===== src/design/a85dec_pkg.sv =====
`timescale 1ns / 1ps
// ----------------------------------------------------------------------------
// a85dec_pkg
// types, constants and helpers shared by the base-85 decoder modules
// ----------------------------------------------------------------------------
package a85dec_pkg;

    localparam logic [7:0]  FIRST_CHAR      = 8'h21;
    localparam logic [7:0]  LAST_CHAR       = 8'h75;
    localparam logic [31:0] BASE            = 32'd85;
    localparam logic [2:0]  GROUP_DIGITS    = 3'd5;
    localparam logic [2:0]  BYTES_PER_GROUP = 3'd4;

    // one queued job for the back end
    typedef struct packed {
        logic [31:0] value;   // accumulated group value before padding
        logic [2:0]  nbytes;  // results to emit, 1..4
        logic [2:0]  npad;    // pad digits to append, 0..3
        logic        bad;     // error result
        logic        last;    // belongs to the final input item
    } entry_t;

    // 85 to the power k, for k pad digits
    function automatic logic [31:0] pad_scale(input logic [2:0] k);
        logic [31:0] s;
        case (k)
            3'd0:    s = 32'd1;
            3'd1:    s = 32'd85;
            3'd2:    s = 32'd7225;
            3'd3:    s = 32'd614125;
            3'd4:    s = 32'd52200625;
            default: s = 32'd1;
        endcase
        return s;
    endfunction

endpackage


===== src/design/a85dec_front.sv =====
`timescale 1ns / 1ps
// ----------------------------------------------------------------------------
// a85dec_front
// accepts characters, checks range, accumulates digits and queues byte jobs
// ----------------------------------------------------------------------------
module a85dec_front (
    input  logic                 aclk,
    input  logic                 aresetn,
    input  logic                 s_tvalid,
    output logic                 s_tready,
    input  logic [7:0]           s_tdata,   // [7:0] char_in
    input  logic                 s_tlast,   // end_of_input
    input  logic                 q_full,
    output logic                 push,
    output a85dec_pkg::entry_t   push_entry
);

    logic [31:0] acc_reg, acc_next;
    logic [2:0]  cnt_reg, cnt_next;
    logic        aborted_reg, aborted_next;

    logic        accept;
    logic        char_ok;
    logic [7:0]  digit;
    logic [31:0] acc_sum;
    logic [2:0]  cnt_inc;

    assign s_tready = !q_full;
    assign accept   = s_tvalid && s_tready;

    always_comb begin
        char_ok = s_tdata inside {[a85dec_pkg::FIRST_CHAR:a85dec_pkg::LAST_CHAR]};
        digit   = s_tdata - a85dec_pkg::FIRST_CHAR;
        acc_sum = 32'(acc_reg * a85dec_pkg::BASE) + {24'd0, digit};
        cnt_inc = cnt_reg + 3'd1;

        acc_next     = acc_reg;
        cnt_next     = cnt_reg;
        aborted_next = aborted_reg;
        push         = 1'b0;
        push_entry   = '{value: acc_sum, nbytes: cnt_inc - 3'd1,
                         npad: a85dec_pkg::GROUP_DIGITS - cnt_inc,
                         bad: 1'b0, last: s_tlast};

        if (accept) begin
            if (aborted_reg) begin
                if (s_tlast) begin
                    aborted_next = 1'b0;
                    acc_next     = '0;
                    cnt_next     = '0;
                end
            end else if (!char_ok) begin
                aborted_next = !s_tlast;
                acc_next     = '0;
                cnt_next     = '0;
                push         = 1'b1;
                push_entry   = '{value: '0, nbytes: 3'd1, npad: 3'd0,
                                 bad: 1'b1, last: s_tlast};
            end else if (cnt_inc == a85dec_pkg::GROUP_DIGITS) begin
                acc_next = '0;
                cnt_next = '0;
                push     = 1'b1;
            end else if (s_tlast) begin
                acc_next = '0;
                cnt_next = '0;
                // a single trailing digit yields no bytes
                push     = (cnt_inc != 3'd1);
            end else begin
                acc_next = acc_sum;
                cnt_next = cnt_inc;
            end
        end
    end

    always_ff @(posedge aclk) begin
        if (!aresetn) begin
            acc_reg     <= '0;
            cnt_reg     <= '0;
            aborted_reg <= 1'b0;
        end else begin
            acc_reg     <= acc_next;
            cnt_reg     <= cnt_next;
            aborted_reg <= aborted_next;
        end
    end

endmodule


===== src/design/a85dec_queue.sv =====
`timescale 1ns / 1ps
// ----------------------------------------------------------------------------
// a85dec_queue
// short first-in first-out buffer of byte jobs between front and back end
// ----------------------------------------------------------------------------
module a85dec_queue #(
    parameter int DEPTH = 4
) (
    input  logic                 aclk,
    input  logic                 aresetn,
    input  logic                 push,
    input  a85dec_pkg::entry_t   push_entry,
    input  logic                 pop,
    output a85dec_pkg::entry_t   head,
    output logic                 full,
    output logic                 empty
);

    localparam int PTR_W = (DEPTH > 1) ? $clog2(DEPTH) : 1;
    localparam int CNT_W = $clog2(DEPTH + 1);

    a85dec_pkg::entry_t slot_reg [DEPTH];

    logic [PTR_W-1:0] wr_ptr_reg, wr_ptr_next;
    logic [PTR_W-1:0] rd_ptr_reg, rd_ptr_next;
    logic [CNT_W-1:0] count_reg, count_next;
    logic             do_push, do_pop;

    assign full    = (count_reg == CNT_W'(DEPTH));
    assign empty   = (count_reg == '0);
    assign do_push = push && !full;
    assign do_pop  = pop && !empty;
    assign head    = slot_reg[rd_ptr_reg];

    always_comb begin
        wr_ptr_next = wr_ptr_reg;
        rd_ptr_next = rd_ptr_reg;
        count_next  = count_reg;
        if (do_push) begin
            wr_ptr_next = (wr_ptr_reg == PTR_W'(DEPTH - 1)) ? '0 : wr_ptr_reg + 1'b1;
        end
        if (do_pop) begin
            rd_ptr_next = (rd_ptr_reg == PTR_W'(DEPTH - 1)) ? '0 : rd_ptr_reg + 1'b1;
        end
        if (do_push && !do_pop) begin
            count_next = count_reg + 1'b1;
        end else if (do_pop && !do_push) begin
            count_next = count_reg - 1'b1;
        end
    end

    always_ff @(posedge aclk) begin
        if (!aresetn) begin
            wr_ptr_reg <= '0;
            rd_ptr_reg <= '0;
            count_reg  <= '0;
        end else begin
            wr_ptr_reg <= wr_ptr_next;
            rd_ptr_reg <= rd_ptr_next;
            count_reg  <= count_next;
        end
    end

    always_ff @(posedge aclk) begin
        if (do_push) begin
            slot_reg[wr_ptr_reg] <= push_entry;
        end
    end

endmodule


===== src/design/a85dec_back.sv =====
`timescale 1ns / 1ps
// ----------------------------------------------------------------------------
// a85dec_back
// pads the group value and emits its bytes, most significant first
// ----------------------------------------------------------------------------
module a85dec_back (
    input  logic                 aclk,
    input  logic                 aresetn,
    input  a85dec_pkg::entry_t   head,
    input  logic                 q_empty,
    output logic                 pop,
    output logic                 m_tvalid,
    input  logic                 m_tready,
    output logic [7:0]           m_tdata,   // [7:0] data_byte
    output logic                 m_tlast,   // run_last
    output logic [1:0]           m_tuser    // [0] bad_char, [1] stream_done
);

    logic        work_valid_reg, work_valid_next;
    logic [31:0] work_value_reg, work_value_next;
    logic [2:0]  work_cnt_reg, work_cnt_next;
    logic        work_bad_reg, work_bad_next;
    logic        work_last_reg, work_last_next;

    logic        out_valid_reg, out_valid_next;
    logic [7:0]  out_data_reg, out_data_next;
    logic        out_tlast_reg, out_tlast_next;
    logic [1:0]  out_user_reg, out_user_next;

    logic        out_free;
    logic        emit;
    logic        work_free;
    logic [31:0] padded;

    assign out_free  = !out_valid_reg || m_tready;
    assign emit      = out_free && work_valid_reg;
    assign work_free = !work_valid_reg || (emit && work_cnt_reg == 3'd1);
    assign pop       = work_free && !q_empty;

    // pad digits of value 84: v*85^k + 85^k - 1, all modulo 2^32
    assign padded = 32'((head.value + 32'd1) * a85dec_pkg::pad_scale(head.npad)) - 32'd1;

    always_comb begin
        work_valid_next = work_valid_reg;
        work_value_next = work_value_reg;
        work_cnt_next   = work_cnt_reg;
        work_bad_next   = work_bad_reg;
        work_last_next  = work_last_reg;

        out_valid_next  = out_valid_reg && !m_tready;
        out_data_next   = out_data_reg;
        out_tlast_next  = out_tlast_reg;
        out_user_next   = out_user_reg;

        if (emit) begin
            out_valid_next  = 1'b1;
            out_data_next   = work_value_reg[31:24];
            out_tlast_next  = (work_cnt_reg == 3'd1);
            out_user_next   = {work_last_reg, work_bad_reg};
            work_value_next = {work_value_reg[23:0], 8'd0};
            work_cnt_next   = work_cnt_reg - 3'd1;
        end

        if (work_free) begin
            work_valid_next = pop;
            if (pop) begin
                work_value_next = padded;
                work_cnt_next   = head.nbytes;
                work_bad_next   = head.bad;
                work_last_next  = head.last;
            end
        end
    end

    always_ff @(posedge aclk) begin
        if (!aresetn) begin
            work_valid_reg <= 1'b0;
            work_cnt_reg   <= '0;
            out_valid_reg  <= 1'b0;
        end else begin
            work_valid_reg <= work_valid_next;
            work_cnt_reg   <= work_cnt_next;
            out_valid_reg  <= out_valid_next;
        end
    end

    always_ff @(posedge aclk) begin
        work_value_reg <= work_value_next;
        work_bad_reg   <= work_bad_next;
        work_last_reg  <= work_last_next;
        out_data_reg   <= out_data_next;
        out_tlast_reg  <= out_tlast_next;
        out_user_reg   <= out_user_next;
    end

    assign m_tvalid = out_valid_reg;
    assign m_tdata  = out_data_reg;
    assign m_tlast  = out_tlast_reg;
    assign m_tuser  = out_user_reg;

`ifndef SYNTHESIS
    // an error result stands alone
    assert property (@(posedge aclk) disable iff (!aresetn)
        m_tvalid && m_tuser[0] |-> m_tlast)
        else $error("error item not marked last");

    // error results carry a zero byte
    assert property (@(posedge aclk) disable iff (!aresetn)
        m_tvalid && m_tuser[0] |-> m_tdata == 8'd0)
        else $error("error item with nonzero data");

    // a loaded job always has bytes left
    assert property (@(posedge aclk) disable iff (!aresetn)
        work_valid_reg |-> work_cnt_reg != 3'd0 && work_cnt_reg <= a85dec_pkg::BYTES_PER_GROUP)
        else $error("job byte count out of range");
`endif

endmodule


===== src/design/ascii85_decoder.sv =====
`timescale 1ns / 1ps
// ----------------------------------------------------------------------------
// ascii85_decoder
// streaming base-85 decoder, one character in, up to four bytes out
// ----------------------------------------------------------------------------
// input channel s_*: one character per item in s_tdata, s_tlast on the final
//   character of a stream
// output channel m_*: one decoded byte per item in m_tdata; m_tuser[0] flags
//   an invalid character, m_tuser[1] marks items of the final input item,
//   m_tlast marks the last result caused by one input item
// each group of five characters gives four bytes; a short final group is
//   padded and gives one byte less than its character count
// an invalid character gives one error item and the rest of the stream up to
//   s_tlast is dropped
// an accepted item's job passes the queue, the work register and the output
//   register in turn; throughput: one character per cycle, set by the
//   one-byte-per-cycle output register; the job queue of QUEUE_DEPTH entries
//   absorbs stalls on m_tready and s_tready falls only when the queue is full
// reset clears the group, the queue and the output register; no clearing pass
// ----------------------------------------------------------------------------
module ascii85_decoder #(
    parameter int QUEUE_DEPTH = 4
) (
    input  logic        aclk,
    input  logic        aresetn,
    input  logic        s_tvalid,
    output logic        s_tready,
    input  logic [7:0]  s_tdata,   // [7:0] char_in
    input  logic        s_tlast,   // end_of_input
    output logic        m_tvalid,
    input  logic        m_tready,
    output logic [7:0]  m_tdata,   // [7:0] data_byte
    output logic        m_tlast,   // run_last
    output logic [1:0]  m_tuser    // [0] bad_char, [1] stream_done
);

    a85dec_pkg::entry_t push_entry;
    a85dec_pkg::entry_t head;
    logic               push;
    logic               pop;
    logic               q_full;
    logic               q_empty;

    a85dec_front u_front (
        .aclk       (aclk),
        .aresetn    (aresetn),
        .s_tvalid   (s_tvalid),
        .s_tready   (s_tready),
        .s_tdata    (s_tdata),
        .s_tlast    (s_tlast),
        .q_full     (q_full),
        .push       (push),
        .push_entry (push_entry)
    );

    a85dec_queue #(
        .DEPTH (QUEUE_DEPTH)
    ) u_queue (
        .aclk       (aclk),
        .aresetn    (aresetn),
        .push       (push),
        .push_entry (push_entry),
        .pop        (pop),
        .head       (head),
        .full       (q_full),
        .empty      (q_empty)
    );

    a85dec_back u_back (
        .aclk     (aclk),
        .aresetn  (aresetn),
        .head     (head),
        .q_empty  (q_empty),
        .pop      (pop),
        .m_tvalid (m_tvalid),
        .m_tready (m_tready),
        .m_tdata  (m_tdata),
        .m_tlast  (m_tlast),
        .m_tuser  (m_tuser)
    );

endmodule


===== config.mk =====
export PLATFORM = sky130hd
export DESIGN_NAME = ascii85_decoder
export DESIGN_NICKNAME = d
export VERILOG_FILES = /design/src/design/a85dec_pkg.sv /design/src/design/a85dec_front.sv /design/src/design/a85dec_queue.sv /design/src/design/a85dec_back.sv /design/src/design/ascii85_decoder.sv
export SDC_FILE = /design/constraint.sdc
export NUM_CORES = 1
export LEC_CHECK = 0
export BUFFER_PORTS_ARGS = -buffer_cell sky130_fd_sc_hd__buf_2
export CAP_MARGIN = 25
export CORE_MARGIN = 4
export CORE_UTILIZATION = 40
export CTS_CLUSTER_SIZE = 25
export DETAILED_ROUTE_END_ITERATION = 10
export PLACE_DENSITY = 0.6
export SYNTH_ARGS = -nofsm -noshare
export SYNTH_HDL_FRONTEND = slang
export SYNTH_SLANG_ARGS = --single-unit

===== constraint.sdc =====
create_clock -name aclk -period 11.58 [get_ports aclk]
set_input_delay 0 -clock aclk [delete_from_list [all_inputs] [get_ports aclk]]
set_output_delay 0 -clock aclk [all_outputs]
set_load 0.01 [all_outputs]

### Word-level counts from Yosys, hierarchy flattened

Memory sizes are Yosys's and may differ from the RTL's. A register that Yosys moved wholly into a read port is not among the register bits.
Cells that the tools add are included.

| cells by class | value |
|---|---|
| equality and inequality tests | 11 |
| muxes and demuxes | 37 |
| reductions and logical operators | 24 |
| order comparisons | 2 |
| multiply operators | 2 |
| add/sub/neg operators | 12 |

Operators by type and width:

| cell | count |
|---|---|
| $mux W32 | 8 |
| $mux W40 | 3 |
| $pmux W26 S4 | 1 |
| $add A32 B1 Y32 const B | 1 |
| $add A32 B8 Y32 | 1 |
| $mul A32 B26 Y32 | 1 |
| $mul A32 B7 Y32 const B | 1 |
| $sub A32 B1 Y32 const B | 1 |
| $mux W3 | 10 |
| $mux W1 | 11 |
| $logic_and A1 B1 Y1 | 10 |
| $eq A3 B3 Y1 const B | 3 |
| $sub A3 B1 Y3 const B | 3 |
| $ge A8 B6 Y1 const B | 1 |
| $le A8 B7 Y1 const B | 1 |
| $logic_not A1 Y1 | 8 |
| $mux W2 | 4 |
| $sub A8 B6 Y8 const B | 1 |
| $add A3 B1 Y3 const B | 2 |
| $eq A3 B1 Y1 const B | 2 |
| $eq A3 B2 Y1 const B | 2 |
| $add A2 B1 Y2 const B | 2 |
| $eq A2 B2 Y1 const B | 2 |
| $reduce_and A2 Y1 | 2 |
| 6 further kinds | 7 |

| word-level totals | value |
|---|---|
| input bits | 13 |
| memories kept | 1 |
| register bits after elaboration | 93 |
| word-level logic and storage cells | 104 |
| bits in writable memories | 160 |

Memory list:

| memory | depth | width | read ports | clocked after Yosys merged registers in | wr ports | line | text |
|---|---|---|---|---|---|---|---|
| u_queue.slot_reg | 4 | 40 | 1 | 1 | 1 | a85dec_queue.sv:22 | `a85dec_pkg::entry_t slot_reg [DEPTH];` |

### Logic depth before layout (Yosys ltp)

| depth | value |
|---|---|
| depth in word-level cells | 12 |
| depth in mapped cells | 38 |
| gate-level depth less buffers | 34 |

### Modules after synthesis

A second synthesis with hierarchy kept.

| second synthesis, totals | value |
|---|---|
| cells, all modules | 2779 |
| area total of the unflattened synthesis | 27730.3 sq um |

Modules (own cells, without submodules):

| module | times used | cells an instance | sequential area each (sq um) | area each (sq um) |
|---|---|---|---|---|
| a85dec_back | 1 | 1790 | 1131.1 | 15549.9 |
| a85dec_queue | 1 | 260 | 4984.8 | 6297.3 |
| a85dec_front | 1 | 729 | 720.7 | 5883.1 |

### Least setup slack after synthesis

OpenSTA, ideal clock, no wires.

| path | value |
|---|---|
| kind | register to register |
| start | reg with a tool-made name |
| end | reg u_back.work_value_reg[30] |
| library setup time | 0.129 ns |
| slack | 3.180 ns |
| arrival | 8.271 ns |
| buffers on the path | 6 |
| cell stages (with the launch flop) | 37 |
| required time | 11.451 ns |
| path through | dfxtp_1 -> buf_6 -> buf_12 -> buf_6 -> buf_4 -> mux4_2 -> buf_2 -> nor2_1 -> nand2_1 -> clkbuf_1 -> nor2_1 -> nor2_1 -> fa_1 -> inv_1 -> fa_1 -> inv_1 -> fa_1 -> fa_1 -> inv_1 -> fa_1 -> fa_1 -> inv_1 -> fa_1 -> inv_1 -> ha_1 -> a21o_1 -> a21o_1 -> a21oi_1 -> nor2b_1 -> o21ai_0 -> nand2b_1 -> a21o_1 -> a21o_1 -> a2111oi_0 -> o41ai_1 -> xnor2_1 -> o21ai_0 |

RTL lines:

| item | line | text |
|---|---|---|
| to (signal assigned) | a85dec_back.sv:88 | `work_value_reg <= work_value_next;` |
| to (decl) | a85dec_back.sv:20 | `logic [31:0] work_value_reg, work_value_next;` |

==> results.tsv <==
metric	value	unit
status	completed	
timing.critical_path.from_type	flip-flop	
fp.dieArea	72100	µm²
ioPinCount	26	
share_of_synthesized_flip_flops_with_an_asynchronous_set_or_reset	0	%
timing_worst_slew_pin_value	0.979	ns
post_cts_setup_buffer_count	0	
finalSetupViolCount	0	
synthesis.area	27200	µm²
synth_cell_type_count	73	
synth_edf_count	173	
postSynthAreaPerCell	10.1	µm²
post-route-period-util	83.4	%
avgRoutedWirePerCell	18.4	µm
antenna_cells_inserted	0	
count_of_tritonroute_iterations_in_the_first_routing_pass	5	
wl	66.4	mm
start_util	40.4	%
drt_iter0_drc	1193	
ys_dominant_reg_cell	sky130_fd_sc_hd__edfxtp_1	
number_of_hold_slack_violations_in_the_final_timing_report	0	
antenna_found_initial	0	
grt_pass1_vias	19600	
cap_viol_max_count	0	
cts-root-buf	sky130_fd_sc_hd__clkbuf_16	
num_rows	95	
critPathCaptureType	flip-flop	
num-nets-final	3384	
port_buffers	25	
grt_remaining_overflow	0	
core	67300	µm²
cpMostUsedCell	sky130_fd_sc_hd__fa_1	
max-clock-path-buffers	3	
post-route-drc-count	0	
timing.reg2reg.setup_slack	1.92	ns
drive_gt1_share	6.09	%
grt_start_max_net_pins	63	
clk_pin_slew_worst_paths	0.06	ns
yosys_register_bits	255	
arrival	10.09	ns
max_freq	0.104	GHz
timing.critical_path.fanout_max	24	
worst_path_max_delay_cell	sky130_fd_sc_hd__dfxtp_2	
grt_setup_unrepaired	no	
yosys_warnings	0	
cts.htree.levels	1	
timing.setup.critical_path_class	flip-flop to flip-flop	
post-dp-hpwl	55.4	mm
grt.total_usage	18.9	%
path_delay_family	adder cells	
die_x_extent	269	µm
portion_of_the_post_synthesis_area_used_by_sequential_elements	25.2	%
max_slew_margin	34.5	%
worstHoldPathType	input port to flip-flop	
vias_per_cell	4.99	
first_pass_grt_wire_length	107	mm
gpl.final_weighted_congestion	0.910	
number_of_standard_cells_after_synthesis	2701	
critPathMaxStageDelay	0.87	ns
tritoncts_clock_tree	built	
post-route-min-period	9.66	ns
largest_register_ffs	160	
timing.clock.skew	0.0274	ns
route.antenna.remaining_nets	0	
worst_path_buffer_plus_inverter_count	5	
area_delta_synth_final	8.42	%
slew_violations	0	
post_cts_resized	0	
insertion_delay	0.57	ns
totalNegativeSetupSlack	0	ns
cts.hold.buffers_added	5	
syn_nets	3364	
critPathRequiredTime	12.01	ns
die_h	269	µm
num_vias	18000	
cts_made_buffers	29	
cts.sinks	255	
==> path summary, 6_finish.rpt <==
kind,start,to,depth (start not counted)
worst max-delay path,flip-flop,u_back.work_value_reg[30]$_DFF_P_,30
worst max register to register,flip-flop,u_back.work_value_reg[30]$_DFF_P_,30
worst min register to register,u_back.work_last_reg$_DFFE_PP_,u_back.m_tuser[1]$_DFFE_PP_,0
worst min-delay path,s_tdata[7],u_front.aborted_reg$_SDFFE_PN0P_,4
==> final cells by class <==
cell class                      instances  area (µm²)
Sequential cell                       255        6840
Tap cell                              873        1090
Clock inverter                         16         273
Multi-Input combinational cell       1668       17400
Inverter                              715        2680
Fill cell                            6467       37800
Timing Repair Buffer                   52         390
Clock buffer                           36         792
==> per-layer routing <==
layer	vias up	share of wire (%)	GRT usage, %
li1	8538	-	-
met1	9025	46	26.3
met2	377	48	32.2
met3	84	4.6	2.15
met4	0	1.9	3.80
met5	-	0	0
==> Yosys cell counts (all sizes together) (3+ instances only) <==
master   count  area [µm²]
a21oi       92         460
nand3       35         175
nor3        20         100
a2bb2oi      6        52.6
mux4        40         901
a211oi       9        67.6
buf         14        96.3
a22oi        5        42.5
clkbuf      49         184
a31oi       24         150
nor2       240         901
mux2i        4        40.0
o21ai       54         270
xnor2       98         888
a2111oi      3        26.3
and2        15        93.8
and4         4        35.0
edfxtp     173        5190
or2          5        31.3
dfxtp       82        1640
nor3b        3        38.8
nand2b       9        56.3
o2111ai      3        26.3
o22ai        4        25.0
and3         9        56.3
nor2b       11        68.8
ha         287        3590
xor2        37         332
o211ai       7        52.6
nor4         8        80.1
o21bai      18         135
o21a         5        37.5
inv        715        2680
a21o        36         270
fa         363        7270
nand2      162         608
nand4       11        98.8
or3         10        62.6
==> kinds of logic after synthesis <==
logic type | share of synthesized area, %
buffers and inverters | 10.9
adder cells (fa/ha/maj) | 40.0
AND/OR/NAND/NOR | 9.12
AO/OA/AOI/OAI | 6.48
flip-flops | 25.2
XOR/XNOR | 4.75
multiplexers | 3.55
other | 0.0277
==> per-stage QoR <==
stage	instances	hold slack, ns	worst slack (ns)	area, µm²	utilization, %
finish	3615	0.0423	1.92	29400	43.8
CTS	3615	0.0274	1.84	29400	43.8
floorplan	2701	0.0966	3.18	27200	-
global route	3615	0.0725	1.18	29400	43.8
global placement	3554	0.331	1.86	28200	42.0
detailed placement	3558	0.329	1.86	28300	42.1
==> worst min-delay path, cell delays in order <==
cell	delay [ns]
sky130_fd_sc_hd__buf_2	0.11
sky130_fd_sc_hd__o21bai_1	0.21
sky130_fd_sc_hd__a21oi_1	0.17
sky130_fd_sc_hd__a211oi_1	0.06
==> cells in the final DEF, fill, tap and decap left out, types with 10 or more instances in the layout <==
cell / count
sky130_fd_sc_hd__dfxtp_1: 80
sky130_fd_sc_hd__nor2b_1: 11
sky130_fd_sc_hd__clkbuf_16: 29
sky130_fd_sc_hd__ha_1: 287
sky130_fd_sc_hd__edfxtp_1: 173
sky130_fd_sc_hd__xnor2_1: 94
sky130_fd_sc_hd__a31oi_1: 24
sky130_fd_sc_hd__nor2_1: 240
sky130_fd_sc_hd__and2_1: 11
sky130_fd_sc_hd__o21ai_0: 48
sky130_fd_sc_hd__nand3_1: 35
sky130_fd_sc_hd__mux4_2: 40
sky130_fd_sc_hd__fa_1: 363
sky130_fd_sc_hd__a21o_1: 35
sky130_fd_sc_hd__o21bai_1: 18
sky130_fd_sc_hd__buf_4: 18
sky130_fd_sc_hd__a21oi_1: 92
sky130_fd_sc_hd__nor3_1: 20
sky130_fd_sc_hd__inv_1: 714
sky130_fd_sc_hd__nand2_1: 162
sky130_fd_sc_hd__buf_2: 25
sky130_fd_sc_hd__xor2_1: 36
sky130_fd_sc_hd__or3_1: 10
Power is left out: the tool's default activity adds up to more than one toggle a clock period on the data nets, which glitch-free logic cannot reach.
